### src/rtl/core/cpa_pkg.sv
`default_nettype none

package cpa_pkg;

  localparam int CORE_TOTAL = 4;
  localparam int MAX_PARTS = 15;

  typedef logic [3:0] part_t;
  typedef logic [CORE_TOTAL-1:0][3:0] owner_table_t;

  typedef enum logic [2:0] {
    KIND_START = 3'd0,
    KIND_STOP  = 3'd1,
    KIND_V2P   = 3'd2,
    KIND_P2V   = 3'd3,
    KIND_VMASK = 3'd4
  } kind_t;

  typedef enum logic [1:0] {
    ST_OK      = 2'd0,
    ST_BUSY    = 2'd1,
    ST_INVALID = 2'd2
  } status_t;

  typedef struct packed {
    logic [2:0]  kind;
    part_t       part_id;
    logic [4:0]  core_count;
    logic [3:0]  core_index;
    logic [15:0] core_mask;
  } cpa_req_t;

  typedef struct packed {
    status_t     status;
    logic [3:0]  core_result;
    logic [15:0] mask_result;
  } cpa_result_t;

  typedef struct packed {
    logic [CORE_TOTAL-1:0] wr;
    part_t                 val;
  } cpa_update_t;

endpackage

`default_nettype wire

### src/rtl/core/core_partition_allocator.sv
`default_nettype none

// Channel  Handshake          Fields
// ------   -----------------  ----------------------------------------------
// request  start / busy       kind, part_id, core_count, core_index, core_mask
// result   done (strobe)      status, core_result, mask_result
//
// One item is accepted in every cycle; busy stays low.
// Each result leaves the request register, then the output registers, and is on the
// ports with done high, in order. The owner table is read and written in the cycle
// after acceptance, so the next item already sees the update.
// Reset frees every core and drops work in flight.
// The receiver cannot stall; a result is valid for the single cycle of done.

module core_partition_allocator
  import cpa_pkg::*;
(
  input  wire logic        clk,
  input  wire logic        rst,
  input  wire logic        start,
  output logic             busy,
  input  wire logic [2:0]  kind,
  input  wire logic [3:0]  part_id,
  input  wire logic [4:0]  core_count,
  input  wire logic [3:0]  core_index,
  input  wire logic [15:0] core_mask,
  output logic             done,
  output logic [1:0]       status,
  output logic [3:0]       core_result,
  output logic [15:0]      mask_result
);

  owner_table_t owner;
  cpa_req_t     req;
  logic         req_valid;
  cpa_result_t  res;
  cpa_update_t  upd;

  assign busy = 1'b0;

  cpa_engine u_engine (
    .owner (owner),
    .req   (req),
    .res   (res),
    .upd   (upd)
  );

  always_ff @(posedge clk) begin
    if (rst) begin
      req_valid <= 1'b0;
      done      <= 1'b0;
      owner     <= '0;
    end else begin
      req_valid <= start && !busy;
      done      <= req_valid;
      if (req_valid) begin
        for (int c = 0; c < CORE_TOTAL; c++) begin
          if (upd.wr[c]) begin
            owner[c] <= upd.val;
          end
        end
      end
    end
  end

  always_ff @(posedge clk) begin
    if (start && !busy) begin
      req.kind       <= kind;
      req.part_id    <= part_id;
      req.core_count <= core_count;
      req.core_index <= core_index;
      req.core_mask  <= core_mask;
    end
    status      <= res.status;
    core_result <= res.core_result;
    mask_result <= res.mask_result;
  end

endmodule

`default_nettype wire

### src/rtl/core/cpa_engine.sv
`default_nettype none

module cpa_engine
  import cpa_pkg::*;
(
  input  owner_table_t owner,
  input  cpa_req_t     req,
  output cpa_result_t  res,
  output cpa_update_t  upd
);

  logic [CORE_TOTAL-1:0]      owned;
  logic [CORE_TOTAL-1:0]      free;
  logic [CORE_TOTAL-1:0][3:0] pre_own;
  logic [CORE_TOTAL-1:0]      grant;
  logic [CORE_TOTAL-1:0]      pmask;
  logic [4:0]                 cnt_own;
  logic [4:0]                 cnt_free;
  logic [15:0]                vok;
  logic                       part_ok;
  logic                       count_ok;
  logic                       v2p_hit;
  logic [3:0]                 v2p_core;
  logic                       p2v_hit;
  logic [3:0]                 p2v_index;
  logic                       vmask_bad;

  always_comb begin
    cnt_own   = '0;
    cnt_free  = '0;
    owned     = '0;
    free      = '0;
    pre_own   = '0;
    grant     = '0;
    pmask     = '0;
    v2p_hit   = 1'b0;
    v2p_core  = '0;
    p2v_hit   = 1'b0;
    p2v_index = '0;
    for (int c = 0; c < CORE_TOTAL; c++) begin
      owned[c]   = (owner[c] == req.part_id);
      free[c]    = (owner[c] == '0);
      pre_own[c] = cnt_own[3:0];
      grant[c]   = free[c] && (cnt_free < req.core_count);
      if (owned[c]) begin
        cnt_own = cnt_own + 5'd1;
      end
      if (free[c]) begin
        cnt_free = cnt_free + 5'd1;
      end
    end
    for (int c = 0; c < CORE_TOTAL; c++) begin
      if (owned[c] && (pre_own[c] == req.core_index)) begin
        v2p_hit  = 1'b1;
        v2p_core = 4'(c);
      end
      if ((4'(c) == req.core_index) && owned[c]) begin
        p2v_hit   = 1'b1;
        p2v_index = pre_own[c];
      end
      pmask[c] = owned[c] && req.core_mask[pre_own[c]];
    end
    for (int v = 0; v < 16; v++) begin
      vok[v] = (5'(v) < cnt_own);
    end
    vmask_bad = |(req.core_mask & ~vok);
    part_ok   = (req.part_id != '0) && (req.part_id <= 4'(MAX_PARTS));
    count_ok  = (req.core_count != '0) && (req.core_count <= 5'(CORE_TOTAL));

    res.status      = ST_INVALID;
    res.core_result = '0;
    res.mask_result = '0;
    upd.wr          = '0;
    upd.val         = req.part_id;
    if (part_ok) begin
      unique case (req.kind)
        KIND_START: begin
          if (count_ok && (owned == '0)) begin
            if (cnt_free < req.core_count) begin
              res.status = ST_BUSY;
            end else begin
              res.status      = ST_OK;
              res.mask_result = 16'(grant);
              upd.wr          = grant;
            end
          end
        end
        KIND_STOP: begin
          res.status = ST_OK;
          upd.wr     = owned;
          upd.val    = '0;
        end
        KIND_V2P: begin
          if (v2p_hit) begin
            res.status      = ST_OK;
            res.core_result = v2p_core;
          end
        end
        KIND_P2V: begin
          if (p2v_hit) begin
            res.status      = ST_OK;
            res.core_result = p2v_index;
          end
        end
        KIND_VMASK: begin
          if (!vmask_bad) begin
            res.status      = ST_OK;
            res.mask_result = 16'(pmask);
          end
        end
        default: begin
          res.status = ST_INVALID;
        end
      endcase
    end
  end

endmodule

`default_nettype wire

### config.mk
export PLATFORM = sky130hd
export DESIGN_NAME = core_partition_allocator
export DESIGN_NICKNAME = d
export VERILOG_FILES = /design/src/rtl/core/cpa_pkg.sv /design/src/rtl/core/core_partition_allocator.sv /design/src/rtl/core/cpa_engine.sv
export SDC_FILE = /design/constraint.sdc
export NUM_CORES = 1
export LEC_CHECK = 0
export BUFFER_PORTS_ARGS = -buffer_cell sky130_fd_sc_hd__buf_2
export CAP_MARGIN = 0
export CORE_MARGIN = 2
export CORE_UTILIZATION = 55
export DETAILED_ROUTE_END_ITERATION = 12
export GPL_ROUTABILITY_DRIVEN = 1
export PLACE_DENSITY = 0.76
export SYNTH_ARGS = -nofsm -noshare
export SYNTH_HDL_FRONTEND = slang
export SYNTH_SLANG_ARGS = --single-unit
### constraint.sdc
create_clock -name clk -period 4.8 [get_ports clk]
set_clock_uncertainty 0.1 [all_clocks]
set_input_delay 0.48 -clock clk [delete_from_list [all_inputs] [get_ports clk]]
set_output_delay 0.48 -clock clk [all_outputs]
set_load 0.03 [all_outputs]
==> impl_metrics.json, run 1 <==
{
  "status": "finished, final reports clean",
  "crit_fanout": 4,
  "drtPass1Iterations": 4,
  "gp_congestion": 0.836,
  "clk_path_buf_depth": 2,
  "wirelength_mm": 6.69,
  "cts_root_buf": "clkbuf_8",
  "antenna_left": 0,
  "core_area_mm2": 0.00596,
  "reg2reg_depth": 13,
  "p_leak_nw": 1.43,
  "required_ns": 4.98,
  "path_clk_slew_ns": 0.08,
  "synth_warnings": 0,
  "fin_tns_setup_ns": 0,
  "maxCapViolCount": 0,
  "arrival_ns": 3.99,
  "clk_latency_ns": 0.34,
  "whs_endpoint": "req[19]$_DFFE_PP_",
  "slew_violations": 0,
  "hold_violations": 0,
  "cts-buffers-inserted": 9,
  "seqCellArea_mm2": 0.00150,
  "tightest_slew_ns": 1.00,
  "stdcell_area_mm2": 0.00382,
  "ctsHoldBuffers": 0,
  "peakVddDrop_mv": 0.277,
  "antenna_found_initial": 0,
  "r2r-end": "owner[12]$_SDFFE_PP0P_",
  "crit_type": "reg -> reg",
  "hp-start": "core_index[3]",
  "syn_inst": 328,
  "synth-seq-area-share_pct": 44.3,
  "postCtsSetupBuffers": 0,
  "grt_pass1_vias": 2308,
  "grt_overflow": 0,
  "fin_nets": 417,
  "hold_path.class": "in -> reg",
  "grt_max_degree": 34,
  "ys.flop_type": "edfxtp_1",
  "io_pins": 59,
  "timing.fmax_mhz": 263,
  "whs_path_depth": 1,
  "rsz0062_at_grt": "false",
  "dpl_cell_area_mm2": 0.00359,
  "vias": 2557,
  "area_growth_syn_to_layout_pct": 12.5,
  "ys_seq_elements": 59,
  "finalSetupViolations": 0,
  "rrSetupSlack_ns": 0.99,
  "yosysUniqueCellTypes": 58,
  "period_needed_ns": 3.81,
  "via_per_inst": 5.69,
  "fin_crit_sh_pct": 79.3,
  "drive_above_1_share_pct": 20.6,
  "cp-start-kind": "flip-flop",
  "grt_first_pass_wirelength_mm": 11.0,
  "cts_tree": "yes",
  "total_power_mw": 1.24,
  "pwr_density_cell_mw_per_mm2": 324,
  "htreeDepth": 3,
  "port-buffer-count": 44,
  "hpwl_mm": 4.89,
  "async_flop_share_pct": 0,
  "drt_iter0_markers": 157,
  "initial_core_util_pct": 56.9,
  "wire_per_inst_um": 14.9,
  "cts.repair.resized": 0,
  "synth_edf_count": 32,
  "relSlewSlack_pct": 32.6,
  "syn_avg_cell_area_um2": 10.3,
  "antenna_cells": 0,
  "die_x_um": 82.5,
  "synthesis.area_mm2": 0.00339,
  "final_cells": 449,
  "num_rows": 28,
  "end_kind": "flip-flop",
  "die-height_um": 82.5,
  "multi_input_area_mm2": 0.00172,
  "numClockSinks": 59,
  "filler_cell_count": 474,
  "grt_usage_pct": 21.6,
  "dp_cells": 433,
  "drc": 0,
  "r2r_start": "owner[4]$_SDFFE_PP0P_",
  "dieArea_mm2": 0.00681
}
==> cell usage after synthesis, types with 2 or more instances <==
cell / instances / share of area (%)
mux4_2: 2 / 1.3
nor4_1: 5 / 0.92
o21ai_0: 10 / 1.5
and2_1: 4 / 0.74
or3_1: 4 / 0.74
nor2_1: 34 / 3.8
nand4_1: 4 / 0.74
nor2b_1: 2 / 0.37
inv_1: 13 / 1.4
clkbuf_1: 11 / 1.2
a211oi_1: 4 / 0.89
nor3_1: 7 / 1.0
or4_1: 5 / 1.1
edfxtp_1: 32 / 28
buf_4: 17 / 3.8
xnor2_1: 26 / 6.7
o21a_1: 3 / 0.66
nand2b_1: 4 / 0.74
nand3_1: 13 / 1.9
a22o_1: 4 / 1.0
a21oi_1: 15 / 2.2
o32ai_4: 2 / 1.6
nand4b_1: 2 / 0.52
o311ai_0: 2 / 0.52
ha_1: 13 / 4.8
nand2_1: 14 / 1.5
dfxtp_1: 27 / 16
a31oi_1: 3 / 0.55
and4_1: 2 / 0.52
mux2i_1: 16 / 4.7
==> layout by cell type, fill, tap and decap left out, types with 3 or more instances in the layout <==
cell type,Yosys,layout
buf_2,1,44
nor2_1,34,34
edfxtp_1,32,32
dfxtp_1,27,27
xnor2_1,26,26
mux2i_1,16,16
a21oi_1,15,15
conb_1,1,15
nand2_1,14,14
inv_1,13,13
nand3_1,13,13
ha_1,13,13
o21ai_0,10,10
clkbuf_8,0,9
nor3_1,7,7
nor4_1,5,5
or4_1,5,5
nand4_1,4,4
and2_1,4,4
a211oi_1,4,4
nand2b_1,4,4
a22o_1,4,4
or3_1,4,4
o21a_1,3,3
a31oi_1,3,3
==> through the flow <==
step	setup WS [ns]	hold WS (ns)	utilization, %
after floorplan	1.28	0.352	-
after global placement	1.14	0.381	60.3
after detailed placement	1.05	0.368	60.3
after CTS	1.01	0.189	64.1
after global routing	0.814	0.187	64.1
final	0.993	0.212	64.1
==> flip-flops by register name, summed over array words and instances, names as in the netlist <==
name	flops
req	32
owner	16
mask_result	4
core_result	3
status	2
done	1
req_valid	1
==> where the power goes <==
part           leakage (nW)  switching [mW]  total, mW  internal [mW]
logic                 0.792          0.0841      0.139         0.0550
clock network         0.106           0.214      0.509          0.295
registers             0.531          0.0274      0.587          0.560
==> worst max path at each step <==
| stage | slack [ns] | depth (start not counted) | from | endpoint |
|---|---|---|---|---|
| after detailed placement | 1.05 | 13 | owner[4]$_SDFFE_PP0P_ | owner[11]$_SDFFE_PP0P_ |
| after CTS | 1.01 | 13 | owner[4]$_SDFFE_PP0P_ | owner[12]$_SDFFE_PP0P_ |
| final | 0.99 | 13 | owner[4]$_SDFFE_PP0P_ | owner[12]$_SDFFE_PP0P_ |
| after global placement | 1.14 | 13 | owner[0]$_SDFFE_PP0P_ | owner[8]$_SDFFE_PP0P_ |
| after global routing | 0.81 | 15 | owner[0]$_SDFFE_PP0P_ | owner[12]$_SDFFE_PP0P_ |
| after floorplan | 1.28 | 13 | owner[0]$_SDFFE_PP0P_ | owner[10]$_SDFFE_PP0P_ |
==> final cells by class <==
type                    instances  area share, %
multi-input cells             241           45.0
flip-flops and latches         59           39.3
repair buffers                 45           5.97
clock buffers                   9           3.25
clock inverters                 7           2.66
well taps                      75           2.46
inverters                      13           1.28
==> critical path: stages (launching register included) <==
cell and delay, ns:
dfxtp_1 0.33, or4_1 0.61, ha_1 0.38, xor2_2 0.21, ha_1 0.30, mux2_2 0.26
ha_1 0.28, o21a_1 0.11, o21ai_0 0.08, a21oi_2 0.19, nor2_1 0.11, nand4bb_1 0.27
nor3_2 0.31, a22o_1 0.19
==> layer usage <==
metal  up-vias  GRT usage (%)  wire, um  share of wire (%)
met5         -              0         0                  0
met4         0           7.38       104                1.6
met3        14           5.11       581                8.7
met2       117           33.2      2960                 44
met1      1172           30.1      3040                 46
li1       1254              -         -                  -
==> logic make-up after synthesis <==
group                      share of synthesized area [%]
muxes                                               6.38
buffers and inverters                               6.57
xor gates and xnor gates                            7.20
DFF                                                 44.3
AOI/OAI and AO/OA                                   13.0
and+or+nand+nor                                     17.4
other                                              0.111
adders and majority gates                           5.09
Note: power is estimated with default switching activity, not from simulation.
==> run 2, diff against run 1 <==
clock period = 4 ns   (was 4.8 ns; I/O delays follow)
==> impl_metrics.json, run 2 (synthesized netlist as in run 1, its figures left out) <==
{
  "arrival_ns": 3.92,
  "drc": 0,
  "grt_max_degree": 34,
  "hold_violations": 0,
  "pwr_density_cell_mw_per_mm2": 386,
  "wire_per_inst_um": 15.8,
  "required_ns": 4.13,
  "wl_met2_mm": 3.25,
  "fin_util_pct": 64.7,
  "area_growth_syn_to_layout_pct": 13.6,
  "period_needed_ns": 3.78,
  "slew_violations": 0,
  "rsz0062_at_grt": "false",
  "clk_path_buf_depth": 2,
  "drtPass1Iterations": 5,
  "top_layer_used": "met4",
  "status": "finished, final reports clean",
  "cp-start-kind": "flip-flop",
  "maxCapViolCount": 0,
  "grt_overflow": 0,
  "antenna_cells": 0,
  "p_leak_nw": 1.45,
  "gp_congestion": 0.873,
  "dp_cells": 439,
  "crit_fanout": 5,
  "num_rows": 28,
  "final_cells": 455,
  "drive_above_1_share_pct": 21.6,
  "cts-buffers-inserted": 9,
  "grt_usage_pct": 23.3,
  "hpwl_mm": 5.09,
  "initial_core_util_pct": 56.9,
  "postCtsSetupBuffers": 0,
  "cts_tree": "yes",
  "peakVddDrop_mv": 0.283,
  "fin_nets": 423,
  "pre_cts_slack_ns": 0.263,
  "fin_worst_hold_slack_ns": 0.118,
  "io_pins": 59,
  "end_kind": "flip-flop",
  "hold_path.class": "in -> reg",
  "grt_first_pass_wirelength_mm": 11.7,
  "die_x_um": 82.5,
  "largest_reg_flops": 32,
  "cts_root_buf": "clkbuf_8",
  "clk_latency_ns": 0.35,
  "via_per_inst": 5.67,
  "ctsHoldBuffers": 0,
  "filler_cell_count": 481,
  "dr_wl_met3_um": 561,
  "numClockSinks": 59,
  "htreeDepth": 3,
  "drt_iter0_markers": 203,
  "antenna_found_initial": 0,
  "layout_common_cells": "44 x buf_2, 34 x nor2_1, 32 x edfxtp_1",
  "relSlewSlack_pct": 22.5,
  "timing.final.ws_setup_ns": 0.217,
  "vias": 2578,
  "die-height_um": 82.5,
  "grt_pass1_vias": 2447,
  "antenna_left": 0,
  "crit_type": "reg -> reg",
  "fin_crit_sh_pct": 94.6,
  "rrSetupSlack_ns": 0.22,
  "top_regs": "req (32), owner (16), mask_result (4)",
  "finalSetupViolations": 0,
  "core_area_mm2": 0.00596,
  "port-buffer-count": 44,
  "dieArea_mm2": 0.00681,
  "tightest_slew_ns": 1.15,
  "cts.repair.resized": 0,
  "fin_tns_setup_ns": 0,
  "wl_met1_mm": 3.22,
  "path_clk_slew_ns": 0.08,
  "timing.fmax_mhz": 264,
  "layout_commonest_cell": "buf_2",
  "wirelength_mm": 7.17,
  "largest-register": "req"
}
run 2: changes by cell type in the layout (fill, tap and decap cells not counted), sizes merged:
cell    change
buf         +6
clkinv      +1
inv         -1
run 2: report_power, final:
group	switching [mW]	total [mW]	internal (mW)
logic	0.105	0.174	0.0688
clock network	0.260	0.608	0.348
registers	0.0335	0.705	0.672
run 2: cell type report:
type	instances	area [um^2]	share of cell area, %
Tap cell	75	93.8	2.44
Timing Repair Buffer	51	273	7.08
Clock inverter	7	92.6	2.40
Inverter	13	48.8	1.27
Sequential cell	59	1500	39.0
Multi-Input combinational cell	241	1720	44.6
Clock buffer	9	124	3.22
run 2: through the flow:
step	power (mW)	instance area [um^2]
2_1_floorplan	0.845	3440
3_3_place_gp	0.885	3640
3_5_place_dp	0.889	3640
4_1_cts	1.49	3850
5_1_grt	1.54	3850
6_report	1.49	3850
run 2: worst max-delay path, stage by stage (launching register included):
cell	delay, ns
dfxtp_1	0.33
or4_1	0.61
ha_1	0.38
xor2_2	0.22
ha_1	0.32
mux2_2	0.27
ha_1	0.28
o21a_1	0.11
o21ai_0	0.08
a21oi_2	0.19
o21bai_4	0.12
o32ai_4	0.38
mux2i_1	0.23
nor2_1	0.06
run 2: worst paths after layout:
kind,cells past startpoint,endpoint,start
worst max-delay path,13,owner[8]$_SDFFE_PP0P_,owner[4]$_SDFFE_PP0P_
worst max register to register,13,owner[8]$_SDFFE_PP0P_,owner[4]$_SDFFE_PP0P_
worst min-delay path,1,req[18]$_DFFE_PP_,core_index[2]
worst min register to register,1,done$_SDFF_PP0_,req_valid$_SDFF_PP0_
run 2: metal layers:
| layer | vias up | track usage (%) |
|---|---|---|
| met5 | - | 0 |
| li1 | 1266 | - |
| met4 | 0 | 9.84 |
| met1 | 1181 | 31.1 |
| met2 | 117 | 36.0 |
| met3 | 14 | 5.76 |
